<file path="config.mk">
export PLATFORM = sky130hd
export DESIGN_NAME = urlencoded_form_parser_unit_flat
export DESIGN_NICKNAME = d
export VERILOG_FILES = /design/src/rtl/ufp_pkg.sv /design/src/rtl/ufp_if.sv /design/src/rtl/ufp_front.sv /design/src/rtl/ufp_queue.sv /design/src/rtl/ufp_back.sv /design/src/rtl/urlencoded_form_parser_unit.sv /design/src/flat_wrapper.sv
export SDC_FILE = /design/constraint.sdc
export NUM_CORES = 1
export LEC_CHECK = 0
export BUFFER_PORTS_ARGS = -buffer_cell sky130_fd_sc_hd__buf_2
export CORE_AREA = 10 10 184 186
export CTS_CLUSTER_DIAMETER = 60
export DETAILED_ROUTE_END_ITERATION = 10
export DIE_AREA = 0 0 194 196
export MAX_ROUTING_LAYER = met4
export SYNTH_ARGS = -nofsm -noshare
export SYNTH_HDL_FRONTEND = slang
export SYNTH_SLANG_ARGS = --single-unit
</file>
<file path="constraint.sdc">
create_clock -name clk_i -period 17.4 [get_ports clk_i]
set_clock_uncertainty 0.15 [all_clocks]
set_input_delay 0.87 -clock clk_i [delete_from_list [all_inputs] [get_ports clk_i]]
set_output_delay 0.87 -clock clk_i [all_outputs]
set_load 0.01 [all_outputs]
</file>
<file path="src/rtl/ufp_pkg.sv">
// Package for the URL-encoded form parser: character constants, escape phase
// codes, result and bundle types, and the hex digit decoder.
// No dependencies.
package ufp_pkg;

  localparam int unsigned MaxResults = 4;
  localparam int unsigned IdxW       = $clog2(MaxResults);
  localparam int unsigned QueueDepth = 4;

  localparam logic [7:0] CharPercent = 8'h25;
  localparam logic [7:0] CharPlus    = 8'h2B;
  localparam logic [7:0] CharEquals  = 8'h3D;
  localparam logic [7:0] CharAmp     = 8'h26;
  localparam logic [7:0] CharSpace   = 8'h20;

  typedef enum logic [2:0] {
    EscIdle    = 3'b001,
    EscPercent = 3'b010,
    EscDigit   = 3'b100
  } esc_e;

  typedef struct packed {
    logic [7:0] out_byte;
    logic       has_byte;
    logic       in_value;
    logic       pair_end;
  } result_t;

  typedef struct packed {
    logic [IdxW-1:0]                last_idx;
    result_t [MaxResults-1:0]       res;
  } bundle_t;

  typedef struct packed {
    logic       ok;
    logic [3:0] val;
  } hex_t;

  function automatic hex_t hex_decode(input logic [7:0] c);
    hex_t       h;
    logic [7:0] d;
    h = '0;
    d = '0;
    if (c >= 8'h30 && c <= 8'h39) begin
      d     = c - 8'h30;
      h.ok  = 1'b1;
      h.val = d[3:0];
    end else if (c >= 8'h61 && c <= 8'h66) begin
      d     = c - 8'h57;
      h.ok  = 1'b1;
      h.val = d[3:0];
    end else if (c >= 8'h41 && c <= 8'h46) begin
      d     = c - 8'h37;
      h.ok  = 1'b1;
      h.val = d[3:0];
    end
    return h;
  endfunction

endpackage

</file>
<file path="src/rtl/ufp_if.sv">
// Valid/ready channel interfaces for the form parser's input and result beats.
// No dependencies.
interface ufp_in_if;
  logic       valid;
  logic       ready;
  logic [7:0] in_byte;
  logic       end_of_data;

  modport source (output valid, output in_byte, output end_of_data, input ready);
  modport sink (input valid, input in_byte, input end_of_data, output ready);
endinterface

interface ufp_out_if;
  logic       valid;
  logic       ready;
  logic [7:0] out_byte;
  logic       has_byte;
  logic       in_value;
  logic       pair_end;
  logic       run_last;

  modport source (output valid, output out_byte, output has_byte, output in_value,
                  output pair_end, output run_last, input ready);
  modport sink (input valid, input out_byte, input has_byte, input in_value,
                input pair_end, input run_last, output ready);
endinterface

</file>
<file path="src/rtl/ufp_front.sv">
// Front end: accepts one encoded byte per beat, tracks the escape and key/value
// state, and forms a bundle of up to four results. Depends on ufp_pkg.
module ufp_front (
  input  logic             clk_i,
  input  logic             rst_ni,
  input  logic             in_valid_i,
  input  logic [7:0]       in_byte_i,
  input  logic             in_eod_i,
  output logic             in_ready_o,
  input  logic             full_i,
  output logic             push_o,
  output ufp_pkg::bundle_t bundle_o
);

  ufp_pkg::esc_e          phase_q, phase_d;
  logic                   value_q, value_d;
  logic [7:0]             held_q, held_d;
  logic [3:0]             nib_q, nib_d;
  ufp_pkg::result_t [ufp_pkg::MaxResults-1:0] res;
  logic [2:0]             n;
  logic [2:0]             n_m1;
  logic                   accept;

  always_comb begin
    ufp_pkg::hex_t hx;
    logic          consumed;
    logic          closed;
    hx       = ufp_pkg::hex_decode(in_byte_i);
    consumed = 1'b0;
    closed   = 1'b0;
    res      = '0;
    n        = '0;
    phase_d  = phase_q;
    value_d  = value_q;
    held_d   = held_q;
    nib_d    = nib_q;

    unique case (phase_q)
      ufp_pkg::EscPercent: begin
        if (hx.ok) begin
          held_d   = in_byte_i;
          nib_d    = hx.val;
          phase_d  = ufp_pkg::EscDigit;
          consumed = 1'b1;
        end else begin
          res[n[1:0]] = '{ufp_pkg::CharPercent, 1'b1, value_d, 1'b0};
          n = n + 3'd1;
          phase_d = ufp_pkg::EscIdle;
        end
      end
      ufp_pkg::EscDigit: begin
        if (hx.ok) begin
          res[n[1:0]] = '{{nib_q, hx.val}, 1'b1, value_d, 1'b0};
          n = n + 3'd1;
          phase_d  = ufp_pkg::EscIdle;
          consumed = 1'b1;
        end else begin
          res[n[1:0]] = '{ufp_pkg::CharPercent, 1'b1, value_d, 1'b0};
          n = n + 3'd1;
          res[n[1:0]] = '{held_q, 1'b1, value_d, 1'b0};
          n = n + 3'd1;
          phase_d = ufp_pkg::EscIdle;
        end
      end
      default: phase_d = ufp_pkg::EscIdle;
    endcase

    if (!consumed) begin
      priority if (in_byte_i == ufp_pkg::CharPercent) begin
        phase_d = ufp_pkg::EscPercent;
      end else if (in_byte_i == ufp_pkg::CharAmp) begin
        res[n[1:0]] = '{8'h00, 1'b0, value_d, 1'b1};
        n = n + 3'd1;
        value_d = 1'b0;
        closed  = 1'b1;
      end else if (in_byte_i == ufp_pkg::CharEquals && !value_d) begin
        value_d = 1'b1;
      end else if (in_byte_i == ufp_pkg::CharPlus) begin
        res[n[1:0]] = '{ufp_pkg::CharSpace, 1'b1, value_d, 1'b0};
        n = n + 3'd1;
      end else begin
        res[n[1:0]] = '{in_byte_i, 1'b1, value_d, 1'b0};
        n = n + 3'd1;
      end
    end

    if (in_eod_i) begin
      if (phase_d != ufp_pkg::EscIdle) begin
        res[n[1:0]] = '{ufp_pkg::CharPercent, 1'b1, value_d, 1'b0};
        n = n + 3'd1;
        if (phase_d == ufp_pkg::EscDigit) begin
          res[n[1:0]] = '{held_d, 1'b1, value_d, 1'b0};
          n = n + 3'd1;
        end
      end
      if (!closed) begin
        res[n[1:0]] = '{8'h00, 1'b0, value_d, 1'b1};
        n = n + 3'd1;
      end
      phase_d = ufp_pkg::EscIdle;
      value_d = 1'b0;
    end
  end

  assign in_ready_o        = !full_i;
  assign accept            = in_valid_i && in_ready_o;
  assign n_m1              = n - 3'd1;
  assign push_o            = accept && (n != 3'd0);
  assign bundle_o.last_idx = n_m1[ufp_pkg::IdxW-1:0];
  assign bundle_o.res      = res;

  always_ff @(posedge clk_i or negedge rst_ni) begin
    if (!rst_ni) begin
      phase_q <= ufp_pkg::EscIdle;
      value_q <= 1'b0;
    end else if (accept) begin
      phase_q <= phase_d;
      value_q <= value_d;
    end
  end

  always_ff @(posedge clk_i) begin
    if (accept) begin
      held_q <= held_d;
      nib_q  <= nib_d;
    end
  end

endmodule

</file>
<file path="src/rtl/ufp_queue.sv">
// Short bundle queue between the front and back ends of the form parser.
// Depends on ufp_pkg.
module ufp_queue #(
  parameter int unsigned Depth = ufp_pkg::QueueDepth
) (
  input  logic             clk_i,
  input  logic             rst_ni,
  input  logic             push_i,
  input  ufp_pkg::bundle_t data_i,
  output logic             full_o,
  input  logic             pop_i,
  output logic             empty_o,
  output ufp_pkg::bundle_t data_o
);

  localparam int unsigned PtrW = (Depth > 1) ? $clog2(Depth) : 1;
  localparam int unsigned CntW = $clog2(Depth + 1);
  localparam logic [PtrW-1:0] LastPtr = PtrW'(Depth - 1);
  localparam logic [CntW-1:0] FullCnt = CntW'(Depth);

  ufp_pkg::bundle_t mem [Depth];
  logic [PtrW-1:0]  wr_q, rd_q;
  logic [CntW-1:0]  cnt_q;

  assign full_o  = (cnt_q == FullCnt);
  assign empty_o = (cnt_q == '0);
  assign data_o  = mem[rd_q];

  always_ff @(posedge clk_i) begin
    if (push_i) begin
      mem[wr_q] <= data_i;
    end
  end

  always_ff @(posedge clk_i or negedge rst_ni) begin
    if (!rst_ni) begin
      wr_q  <= '0;
      rd_q  <= '0;
      cnt_q <= '0;
    end else begin
      if (push_i) begin
        wr_q <= (wr_q == LastPtr) ? '0 : wr_q + PtrW'(1);
      end
      if (pop_i) begin
        rd_q <= (rd_q == LastPtr) ? '0 : rd_q + PtrW'(1);
      end
      if (push_i && !pop_i) begin
        cnt_q <= cnt_q + CntW'(1);
      end else if (pop_i && !push_i) begin
        cnt_q <= cnt_q - CntW'(1);
      end
    end
  end

  a_no_push_full: assert property (@(posedge clk_i) disable iff (!rst_ni)
    full_o |-> !push_i) else $error("push into a full bundle queue");
  a_no_pop_empty: assert property (@(posedge clk_i) disable iff (!rst_ni)
    empty_o |-> !pop_i) else $error("pop from an empty bundle queue");
  a_cnt_range: assert property (@(posedge clk_i) disable iff (!rst_ni)
    cnt_q <= FullCnt) else $error("bundle queue count out of range");

endmodule

</file>
<file path="src/rtl/ufp_back.sv">
// Back end: walks the head bundle one result per beat into the output
// register and marks the last result of each input beat. Depends on ufp_pkg, ufp_if.
module ufp_back (
  input  logic             clk_i,
  input  logic             rst_ni,
  input  logic             empty_i,
  input  ufp_pkg::bundle_t head_i,
  output logic             pop_o,
  ufp_out_if.source        out_o
);

  logic [ufp_pkg::IdxW-1:0] idx_q;
  logic                     valid_q;
  ufp_pkg::result_t         res_q;
  logic                     last_q;
  logic                     load;
  logic                     take;

  assign load  = !valid_q || out_o.ready;
  assign take  = load && !empty_i;
  assign pop_o = take && (idx_q == head_i.last_idx);

  always_ff @(posedge clk_i or negedge rst_ni) begin
    if (!rst_ni) begin
      valid_q <= 1'b0;
      idx_q   <= '0;
    end else begin
      if (load) begin
        valid_q <= !empty_i;
      end
      if (take) begin
        idx_q <= pop_o ? '0 : idx_q + ufp_pkg::IdxW'(1);
      end
    end
  end

  always_ff @(posedge clk_i) begin
    if (take) begin
      res_q  <= head_i.res[idx_q];
      last_q <= pop_o;
    end
  end

  assign out_o.valid    = valid_q;
  assign out_o.out_byte = res_q.out_byte;
  assign out_o.has_byte = res_q.has_byte;
  assign out_o.in_value = res_q.in_value;
  assign out_o.pair_end = res_q.pair_end;
  assign out_o.run_last = last_q;

  a_idx_in_bundle: assert property (@(posedge clk_i) disable iff (!rst_ni)
    !empty_i |-> idx_q <= head_i.last_idx) else $error("result index past bundle end");
  a_idx_idle_zero: assert property (@(posedge clk_i) disable iff (!rst_ni)
    empty_i |-> idx_q == '0) else $error("result index not cleared with empty queue");
  a_pop_marks_last: assert property (@(posedge clk_i) disable iff (!rst_ni)
    pop_o |=> valid_q && last_q) else $error("bundle popped without a last beat");

endmodule

</file>
<file path="src/rtl/urlencoded_form_parser_unit.sv">
// URL-encoded (form/query) parser, top level.
// Input channel in_i: one raw byte per beat with end_of_data on the final byte
// of a message. Output channel out_o: one decoded result per beat; a byte
// result has has_byte set, a pair-end result has pair_end set, and run_last
// marks the last result caused by an input beat. An input beat that causes no
// result (a '%', a held hex digit, the first '=' of a pair) yields no beat.
// Path: an input beat's results pass the bundle queue, then the output
// register. Throughput: one input beat per cycle while each causes at most
// one result and the receiver takes every beat; the output register emits
// one result per cycle while the receiver is ready. The front end decodes a
// beat combinationally and writes a bundle of up to four results into a
// QueueDepth-entry queue; input ready drops only when that queue is full.
// Reset clears the escape state, the key/value state, the queue and the output
// valid flag. When the receiver stalls, the output holds its beat, the queue
// fills, and then input ready falls until space frees up.
// Depends on ufp_pkg, ufp_if, ufp_front, ufp_queue, ufp_back.
module urlencoded_form_parser_unit #(
  parameter int unsigned QueueDepth = ufp_pkg::QueueDepth
) (
  input  logic      clk_i,
  input  logic      rst_ni,
  ufp_in_if.sink    in_i,
  ufp_out_if.source out_o
);

  logic             push;
  logic             pop;
  logic             full;
  logic             empty;
  ufp_pkg::bundle_t push_bundle;
  ufp_pkg::bundle_t head_bundle;

  ufp_front u_front (
    .clk_i      (clk_i),
    .rst_ni     (rst_ni),
    .in_valid_i (in_i.valid),
    .in_byte_i  (in_i.in_byte),
    .in_eod_i   (in_i.end_of_data),
    .in_ready_o (in_i.ready),
    .full_i     (full),
    .push_o     (push),
    .bundle_o   (push_bundle)
  );

  ufp_queue #(
    .Depth (QueueDepth)
  ) u_queue (
    .clk_i   (clk_i),
    .rst_ni  (rst_ni),
    .push_i  (push),
    .data_i  (push_bundle),
    .full_o  (full),
    .pop_i   (pop),
    .empty_o (empty),
    .data_o  (head_bundle)
  );

  ufp_back u_back (
    .clk_i   (clk_i),
    .rst_ni  (rst_ni),
    .empty_i (empty),
    .head_i  (head_bundle),
    .pop_o   (pop),
    .out_o   (out_o)
  );

endmodule
</file>
<file path="src/flat_wrapper.sv">
// flat-port wrapper written by rule: the top's interface ports become plain ports
module urlencoded_form_parser_unit_flat 
#(
  parameter int unsigned QueueDepth = ufp_pkg::QueueDepth
)
  (clk_i, rst_ni, in_i_valid, in_i_in_byte, in_i_end_of_data, in_i_ready, out_o_valid, out_o_out_byte, out_o_has_byte, out_o_in_value, out_o_pair_end, out_o_run_last, out_o_ready);
  ufp_in_if in_i_i ();
  ufp_out_if out_o_i ();
  input  logic clk_i;
  input  logic rst_ni;
  input wire logic [$bits(in_i_i.valid)-1:0] in_i_valid;
  input wire logic [$bits(in_i_i.in_byte)-1:0] in_i_in_byte;
  input wire logic [$bits(in_i_i.end_of_data)-1:0] in_i_end_of_data;
  output wire logic [$bits(in_i_i.ready)-1:0] in_i_ready;
  output wire logic [$bits(out_o_i.valid)-1:0] out_o_valid;
  output wire logic [$bits(out_o_i.out_byte)-1:0] out_o_out_byte;
  output wire logic [$bits(out_o_i.has_byte)-1:0] out_o_has_byte;
  output wire logic [$bits(out_o_i.in_value)-1:0] out_o_in_value;
  output wire logic [$bits(out_o_i.pair_end)-1:0] out_o_pair_end;
  output wire logic [$bits(out_o_i.run_last)-1:0] out_o_run_last;
  input wire logic [$bits(out_o_i.ready)-1:0] out_o_ready;
  assign in_i_i.valid = in_i_valid;
  assign in_i_i.in_byte = in_i_in_byte;
  assign in_i_i.end_of_data = in_i_end_of_data;
  assign in_i_ready = in_i_i.ready;
  assign out_o_valid = out_o_i.valid;
  assign out_o_out_byte = out_o_i.out_byte;
  assign out_o_has_byte = out_o_i.has_byte;
  assign out_o_in_value = out_o_i.in_value;
  assign out_o_pair_end = out_o_i.pair_end;
  assign out_o_run_last = out_o_i.run_last;
  assign out_o_i.ready = out_o_ready;
  urlencoded_form_parser_unit #(.QueueDepth(QueueDepth)) u_core (.clk_i(clk_i), .rst_ni(rst_ni), .in_i(in_i_i), .out_o(out_o_i));
endmodule
</file>
==> results.md, run 1 <==
- Power per Cell Area: around 140 nW/um^2
- Remaining antenna violation count: 0
- Total DRC errors in the routed layout: 0
- Headroom to the max-slew limit: between 30% and 40%
- Arrival time at the worst endpoint: 6750 ps
- Buffers added on ports: 26
- Final weighted congestion of routability-driven global placement: 0.9583
- Startpoint of the lowest-slack register-to-register path: u_core.u_front.phase_q[0]
- Fraction of final layout cells with drive strength greater than 1: 23.20%
- Vias in the first global route: 6,248
- Number of synthesized register bits: between 200 and 250
- Multiplexer fraction of the synthesized cell area: roughly 13%
- Area of the core region: approximately 30,000 sq um
- Ports placed on the boundary: 27
- Number of vias per cell: 5.577
- Layout overhead on the synthesized area: 12.36%
- Area fraction in compound gates after synthesis: 9.342%
- Syn. warnings: 0
- Synth Area in XOR/XNOR: 0.7526%
- Fill count: 2,852
- Worst min path class: in2async
- Height of the die: between 150 and 200 um
- Count of cells along the worst register-to-register path: 21
- Worst setup path startpoint: in_i_in_byte[1]
- Post-route clock period utilization: roughly 37%
- Kind of launch point of the worst setup path: primary input
- F_max: 154.5 MHz
- CTS root buf: sky130_fd_sc_hd__clkbuf_16
- Synthesized net count: 705
- Synth area leader: sky130_fd_sc_hd__edfxtp_1
- Register area share after synthesis: between 60% and 70%
- Dominant combinational cell family by area after synthesis: multiplexers
- Global-route wire length before repair: 39.67 mm
- Global-route congestion overflow total: 0
- Aggregate negative setup slack: 0 ps
- Antenna diodes: 0
- Post-cts sizing count: 0
- Slew Limit Fails: 0
- Routed wire length per instance: around 23 um
- Starting Density: 34.60%
- Count of unique library cells instantiated by Yosys: 81
- Gate Count Post-Synth: 665
- Max Fanout on Critical Path: 12
- Number of DRC markers in iteration 0: 542
- Share of synthesized cell area in and, or, nand and nor gates: between 8 and 9%
- Maximum root-to-sink buffer count: 3
- Clock Sinks: 222
- Worst flop-to-flop path endpoint: u_core.u_queue.cnt_q[2]
- Setup slack, reg-to-reg: 11,830 ps
- Type of the worst setup path: in2reg
- Area of the mapped netlist: 10,470 sq um
- Worst vdd rail ir drop: 0.00007794 V
- Half-perimeter wire length after placement: 17.15 mm
- Setup-failing EPs final: 0
- Cell leakage power: 3.918 nW
- Leading cell types by total area after synthesis: sky130_fd_sc_hd__edfxtp_1, sky130_fd_sc_hd__mux4_2, sky130_fd_sc_hd__dfrtp_1
- Die width: between 150 and 200 um
- Clock transition at the registers of the reported paths: roughly 60 ps
- Critical Path Max Stage Delay: 530 ps
- TritonCTS Buffers: 24
- Number of max-cap violations: 0
- Final hold slack: 109.4 ps
- Htree depth: 1
- End point of the critical path: u_core.u_queue.cnt_q[2]
- Share of synthesized cell area in full adder, half adder and majority cells: 3.297%
- Final hold violation count: 0
- Die area: about 38,000 sq um
- Nets@finish: 731
- Min Tclk post-route: 6474 ps
- Post-synthesis async set-or-reset flop share: 6.306%
- Mean post-synth cell area: about 16 sq um
- EDFF count, synth: 208
- CTS tree: yes
- Post-CTS setup repair buffer count: 0
- Length of the first detailed-routing pass in iterations: 5
- Routed Wire Length: 25.81 mm
- Initial antenna violation count: 0
- Aggregate global-route resource usage: 13.58%
- Largest net degree at the start of global routing: 50
- Category of the worst setup path capture point: flop
- Status: complete, no violations
- Worst-Skew Late Latency: 510 ps
- Max stage delay cell, worst path: sky130_fd_sc_hd__o21ai_1
- Flip-flop cell with the highest count after synthesis: sky130_fd_sc_hd__edfxtp_1
- Vias: 6,151
- Row Count: 64
- Most common cell on crit path: sky130_fd_sc_hd__ha_1
- Unrepaired setup endpoints after global routing: no
- Measured slew at the worst slew-check pin: 982.5 ps
- Required time at the endpoint of the critical path: 17,670 ps
- Post-CTS Hold Buffers: 0
- Fraction of synthesized cell area taken by the top area cell type: 59.63%
[sequential cells by signal (all words and copies together), names as in the netlist, 2 cells and up]
signal                        flops
u_core.u_queue.rd_q               2
u_core.u_front.nib_q              4
u_core.u_front.held_q             8
u_core.u_back.idx_q               2
u_core.u_queue.mem              184
u_core.u_queue.cnt_q              3
u_core.u_queue.wr_q               2
u_core.u_front.phase_q            3
u_core.u_back.out_o.out_byte      8
[layer usage]
metal / up-vias / wire, um / track usage, %
met1: 3178 / 11590 / 18.46
met2: 223 / 12300 / 21.42
met4: 0 / 355 / 3.363
li1: 2723 / - / -
met3: 27 / 1560 / 1.483
met5: - / 0 / -
[synthesized netlist by cell type (3+ instances only)]
master and n:
sky130_fd_sc_hd__nand2_1 52, sky130_fd_sc_hd__and3_1 8, sky130_fd_sc_hd__a32oi_1 3, sky130_fd_sc_hd__nand4_1 9, sky130_fd_sc_hd__nor2_1 26, sky130_fd_sc_hd__o21ai_0 26
sky130_fd_sc_hd__edfxtp_1 208, sky130_fd_sc_hd__dfrtp_1 13, sky130_fd_sc_hd__ha_1 26, sky130_fd_sc_hd__nor3b_2 6, sky130_fd_sc_hd__clkbuf_1 16, sky130_fd_sc_hd__xnor2_1 6
sky130_fd_sc_hd__nor3_1 5, sky130_fd_sc_hd__mux2i_1 6, sky130_fd_sc_hd__o31ai_1 5, sky130_fd_sc_hd__inv_1 21, sky130_fd_sc_hd__o2bb2ai_1 7, sky130_fd_sc_hd__a21oi_2 3
sky130_fd_sc_hd__nand3_1 9, sky130_fd_sc_hd__and2_1 5, sky130_fd_sc_hd__o21a_1 5, sky130_fd_sc_hd__xor2_1 3, sky130_fd_sc_hd__mux4_2 57, sky130_fd_sc_hd__a22o_1 3
sky130_fd_sc_hd__a21o_1 5, sky130_fd_sc_hd__o21bai_1 4, sky130_fd_sc_hd__o211ai_1 3, sky130_fd_sc_hd__nor2b_1 3, sky130_fd_sc_hd__o21ai_1 8, sky130_fd_sc_hd__buf_2 14
sky130_fd_sc_hd__o22ai_1 7, sky130_fd_sc_hd__a21oi_1 19, sky130_fd_sc_hd__a22oi_1 17
[placed cells by master (no fill, tap or decap), types with 5 or more instances in the layout]
cell | synthesis | final
sky130_fd_sc_hd__o21ai_0 | 26 | 26
sky130_fd_sc_hd__nor3_1 | 5 | 5
sky130_fd_sc_hd__clkbuf_16 | 0 | 25
sky130_fd_sc_hd__mux4_2 | 57 | 57
sky130_fd_sc_hd__inv_1 | 21 | 21
sky130_fd_sc_hd__edfxtp_1 | 208 | 208
sky130_fd_sc_hd__o22ai_1 | 7 | 7
sky130_fd_sc_hd__a21oi_1 | 19 | 18
sky130_fd_sc_hd__nor2_1 | 26 | 26
sky130_fd_sc_hd__a21o_1 | 5 | 5
sky130_fd_sc_hd__mux2i_1 | 6 | 6
sky130_fd_sc_hd__buf_4 | 1 | 8
sky130_fd_sc_hd__ha_1 | 26 | 26
sky130_fd_sc_hd__and2_1 | 5 | 5
sky130_fd_sc_hd__o31ai_1 | 5 | 5
sky130_fd_sc_hd__nand2_1 | 52 | 52
sky130_fd_sc_hd__xnor2_1 | 6 | 6
sky130_fd_sc_hd__clkinv_2 | 0 | 6
sky130_fd_sc_hd__and3_1 | 8 | 8
sky130_fd_sc_hd__nand4_1 | 9 | 9
sky130_fd_sc_hd__o21ai_1 | 8 | 8
sky130_fd_sc_hd__buf_2 | 14 | 26
sky130_fd_sc_hd__nand3_1 | 9 | 9
sky130_fd_sc_hd__dfrtp_1 | 13 | 11
sky130_fd_sc_hd__a22oi_1 | 17 | 17
sky130_fd_sc_hd__o2bb2ai_1 | 7 | 7
sky130_fd_sc_hd__o21a_1 | 5 | 5
[critical path, delay by kind of cell]
family	cells	cell delay [ps]
XOR/XNOR	2	320
buffers and inverters	4	570
AO/OA/AOI/OAI	8	2210
adder cells (fa/ha/maj)	6	1780
AND/OR/NAND/NOR	6	1000
[stage by stage]
step	utilization (%)	area [sq um]	worst slack, ps	cells	power (mW)
2_1_floorplan	-	10470	10230	665	1.031
3_3_place_gp	36.44	11030	10700	1061	1.148
3_5_place_dp	36.44	11030	10540	1061	1.157
4_1_cts	38.88	11770	11040	1103	1.635
5_1_grt	38.88	11770	10550	1103	1.687
6_report	38.88	11770	10930	1103	1.605
[power breakdown]
group          internal, mW  switching [mW]  total (mW)
Sequential            0.695          0.0667       0.762
Combinational         0.192           0.176       0.368
Clock                 0.276           0.199       0.475
Total                  1.16           0.441        1.60
[worst min path at each step]
stage | to | slack [ps] | depth (start not counted) | start
after CTS | u_core.u_front.phase_q[2] | 120 | 1 | rst_ni
after global routing | u_core.u_front.phase_q[1] | 130 | 1 | rst_ni
after global placement | u_core.u_queue.rd_q[1] | 330 | 2 | u_core.u_queue.rd_q[1]
after floorplan | u_core.u_queue.cnt_q[2] | 310 | 1 | u_core.u_queue.cnt_q[2]
final | u_core.u_front.phase_q[2] | 110 | 1 | rst_ni
after detailed placement | u_core.u_queue.cnt_q[2] | 340 | 1 | u_core.u_queue.cnt_q[2]
[area by class of cell]
class / instances / area [sq um] / area share, %
Timing Repair Buffer: 34 / 190.2 / 1.616
Tap cell: 396 / 495.5 / 4.210
Clock buffer: 28 / 636.9 / 5.411
Inverter: 21 / 78.83 / 0.6698
Multi-Input combinational cell: 388 / 3662 / 31.12
Clock inverter: 14 / 102.6 / 0.8718
Sequential cell: 222 / 6603 / 56.10
[logic make-up (layout without fill, tap and decap cells)]
kind of cell	Yosys count	count (layout)
adder cells (fa/ha/maj)	27	27
flip-flops	222	222
AND/OR/NAND/NOR	149	149
multiplexers	64	64
XOR/XNOR	9	9
AO/OA/AOI/OAI	139	139
buffers and inverters	55	97
Power figures use the tool's default switching activity.
==> run 2, diff against run 1 <==
==> constraint.sdc (replaced) <==
create_clock -name clk_i -period 6.4 [get_ports clk_i]
set_clock_uncertainty 0.15 [all_clocks]
set_input_delay 0.32 -clock clk_i [delete_from_list [all_inputs] [get_ports clk_i]]
set_output_delay 0.32 -clock clk_i [all_outputs]
set_load 0.01 [all_outputs]
==> run 2 against run 1 <==
Against the previous run: sequential cell count stayed put; clock power grew to 3.2 times the previous value; utilization is 1.1 points higher; via count is 0.44% higher; register-to-register slack worse by 11000 ps; critical path depth stayed put; sequential share of layout area is 1.6 points lower; critical path type unchanged; largest cell class unchanged; largest power group unchanged.
==> results.md, run 2 (synthesis results as in run 1) <==
- Switching power as a share of total power: 26.96% (was 27.51%)
- Proportion of power drawn by the clock network: 32.6% (was 29.6%)
- Fraction of final layout cells with drive strength greater than 1: 25.17% (was 23.20%)
- Setup slack, reg-to-reg: 1160 ps (was 11,830 ps)
- Number of vias per cell: 5.501 (was 5.577)
- Arrival time at the worst endpoint: 5840 ps (was 6750 ps)
- TritonCTS Buffers: 27 (was 24)
- Register containing the most flip-flops in the final layout: u_core.u_queue.mem (unchanged)
- Required time at the endpoint of the critical path: 6690 ps (was 17,670 ps)
- Worst vdd rail ir drop: 0.0002169 V (was 0.00007794 V)
- CTS root buf: sky130_fd_sc_hd__clkbuf_16 (unchanged)
- Clock Sinks: 222 (unchanged)
- Routed Wire Length: 25.84 mm (was 25.81 mm)
- F_max: 180.1 MHz
- Vias in the first global route: 6,182 (was 6,248)
- Clock transition at the registers of the reported paths: 60 ps (about the same)
- Headroom to the max-slew limit: 38.22% (was 34.26%)
- Area of the core region: 30,270 sq um (unchanged)
- Post-route clock period utilization: 86.74%
- Antenna diodes: 0 (unchanged)
- Row Count: 64 (unchanged)
- Nets@finish: 748 (was 731)
- Measured slew at the worst slew-check pin: 926.7 ps (was 982.5 ps)
- Die width: 194 um (unchanged)
- Initial antenna violation count: 0 (unchanged)
- NetSw: 1.241 mW (was 0.4415 mW)
- Max Fanout on Critical Path: 12 (unchanged)
- Routed wire length per instance: 23.01 um (was 23.40 um)
- Largest net degree at the start of global routing: 47 (was 50)
- Startpoint of the lowest-slack register-to-register path: u_core.u_front.phase_q[0] (unchanged)
- Htree depth: 1 (unchanged)
- Remaining antenna violation count: 0 (unchanged)
- Count of cells along the worst register-to-register path: 21 (unchanged)
- Setup-failing EPs final: 0 (unchanged)
- Buffers added on ports: 26 (unchanged)
- Sequential fraction of design power: 43.2% (was 47.5%)
- Number of max-cap violations: 0 (unchanged)
- Most frequent standard cell in the layout excluding fill and tap cells: sky130_fd_sc_hd__edfxtp_1 (unchanged)
- Vias: 6,178 (was 6,151)
- Post-CTS setup repair buffer count: 0 (unchanged)
- Type of the worst setup path: in2reg (unchanged)
- Aggregate global-route resource usage: 13.63% (was 13.58%)
- Global-route congestion overflow total: 0 (unchanged)
- CTS tree: yes (unchanged)
- Most frequent cells in the layout: sky130_fd_sc_hd__edfxtp_1, sky130_fd_sc_hd__mux4_2, sky130_fd_sc_hd__nand2_1 (unchanged)
- Worst min path class: in2async (unchanged)
- Height of the die: 196 um (unchanged)
- Final weighted congestion of routability-driven global placement: 0.9596 (was 0.9583)
- Worst flop-to-flop path endpoint: u_core.u_queue.cnt_q[2] (unchanged)
- Global-route wire length before repair: 39.59 mm (was 39.67 mm)
- Cell leakage power: 4.090 nW (was 3.918 nW)
- Number of DRC markers in iteration 0: 558 (was 542)
- Slew Limit Fails: 0 (unchanged)
- Fill count: 2,814 (was 2,852)
- Length of the first detailed-routing pass in iterations: 5 (unchanged)
- Comb power frac: 24.1% (was 22.9%)
- Half-perimeter wire length after placement: 17.53 mm (was 17.15 mm)
- Worst-Skew Late Latency: 520 ps (was 510 ps)
- Post-cts sizing count: 0 (unchanged)
- Power per Cell Area: 380.2 nW/um^2 (was 136.3 nW/um^2)
- Starting Density: 34.60% (unchanged)
- Min Tclk post-route: 5551 ps
- Post-layout utilization of the core: 40.00% (was 38.88%)
- Layout overhead on the synthesized area: 15.59% (was 12.36%)
- Flip-flop count of the largest register after layout: 184 (unchanged)
- Total DRC errors in the routed layout: 0 (unchanged)
- Post-CTS Hold Buffers: 2 (was 0)
- Maximum root-to-sink buffer count: 3 (unchanged)
- Die area: 38,020 sq um (unchanged)
- Ports placed on the boundary: 27 (unchanged)
- Category of the worst setup path capture point: flop (unchanged)
- Status: complete, no violations (unchanged)
- Unrepaired setup endpoints after global routing: no (unchanged)
- Internal power: 3.363 mW (was 1.163 mW)
- Kind of launch point of the worst setup path: primary input (unchanged)
- Final hold violation count: 0 (unchanged)
- Smallest setup slack after layout: 848.5 ps (was 10,930 ps)
- Worst slack after detailed placement: 409.3 ps (was 10,540 ps)
-- run 2: cell count changes in the layout (fill, tap and decap cells not counted), sizes merged --
| cell | delta |
|---|---|
| buf | +12 |
| clkbuf | +5 |
| clkinvlp | -3 |
| inv | +3 |
| bufinv | +2 |
| dlygate4sd3 | +2 |
| clkinv | -1 |
-- run 2: how the worst max path moves through the flow --
stage,slack (ps),from,end,cells past startpoint
final,850,in_i_in_byte[1],u_core.u_queue.cnt_q[2],26
after global routing,430,in_i_in_byte[1],u_core.u_queue.cnt_q[2],26
after CTS,930,in_i_in_byte[1],u_core.u_queue.cnt_q[2],26
after detailed placement,410,in_i_in_byte[1],u_core.u_queue.cnt_q[2],26
after global placement,550,in_i_in_byte[1],u_core.u_queue.cnt_q[2],26
after floorplan,-220,in_i_in_byte[0],u_core.u_queue.mem[0][0],20
-- run 2: area by class of cell --
| class | count | area (sq um) | area share (%) |
|---|---|---|---|
| Clock buffer | 33 | 718.2 | 5.932 |
| Clock inverter | 15 | 173.9 | 1.437 |
| Inverter | 21 | 78.83 | 0.6511 |
| Multi-Input combinational cell | 388 | 3662 | 30.25 |
| Sequential cell | 222 | 6603 | 54.54 |
| Tap cell | 396 | 495.5 | 4.093 |
| Timing Repair Buffer | 48 | 375.4 | 3.100 |
-- run 2: power by group through the flow --
stage | Clock [mW] | Sequential (mW) | Combinational [mW]
after floorplan | 0 | 2.01 | 0.794
after global routing | 1.60 | 2.02 | 1.23
after global placement | 0 | 2.02 | 1.14
after CTS | 1.53 | 2.00 | 1.16
after detailed placement | 0 | 2.02 | 1.15
final | 1.50 | 1.99 | 1.11
-- run 2: stage by stage --
| stage | std cells | TNS, ps | area [sq um] | total power [mW] | hold WS [ps] |
|---|---|---|---|---|---|
| final | 1123 | 0 | 12110 | 4.603 | 99.38 |
| after global placement | 1073 | 0 | 11190 | 3.158 | 118.0 |
| after floorplan | 665 | -39600 | 10470 | 2.803 | -125.6 |
| after CTS | 1123 | 0 | 12110 | 4.684 | 67.41 |
| after detailed placement | 1073 | 0 | 11190 | 3.174 | 114.2 |
| after global routing | 1123 | 0 | 12110 | 4.847 | 84.40 |
-- run 2: worst max-delay path, stage by stage --
cell	delay, ps
sky130_fd_sc_hd__buf_2	140
sky130_fd_sc_hd__inv_1	180
sky130_fd_sc_hd__ha_1	430
sky130_fd_sc_hd__o21bai_1	170
sky130_fd_sc_hd__a21oi_2	380
sky130_fd_sc_hd__nor2_1	200
sky130_fd_sc_hd__nor3_2	350
sky130_fd_sc_hd__nor2_1	150
sky130_fd_sc_hd__ha_1	310
sky130_fd_sc_hd__o21ai_1	170
sky130_fd_sc_hd__inv_1	100
sky130_fd_sc_hd__ha_1	200
sky130_fd_sc_hd__a21o_1	190
sky130_fd_sc_hd__o221a_2	270
sky130_fd_sc_hd__ha_1	230
sky130_fd_sc_hd__a21bo_2	230
sky130_fd_sc_hd__nand4_1	120
sky130_fd_sc_hd__o211a_1	260
sky130_fd_sc_hd__o311a_2	230
sky130_fd_sc_hd__nor2_1	130
sky130_fd_sc_hd__ha_1	210
sky130_fd_sc_hd__inv_1	60
sky130_fd_sc_hd__fa_1	370
sky130_fd_sc_hd__xor2_1	170
sky130_fd_sc_hd__nor2_1	120
sky130_fd_sc_hd__xor2_1	150
-- run 2: layer usage --
layer	GRT usage, %	vias up	part of all wire (%)	wire length, um
met4	4.047	0	2.3	605
met2	20.14	240	46	11800
met5	-	-	0	0
met3	1.927	43	6.4	1644
li1	-	2763	-	-
met1	19.16	3132	46	11790
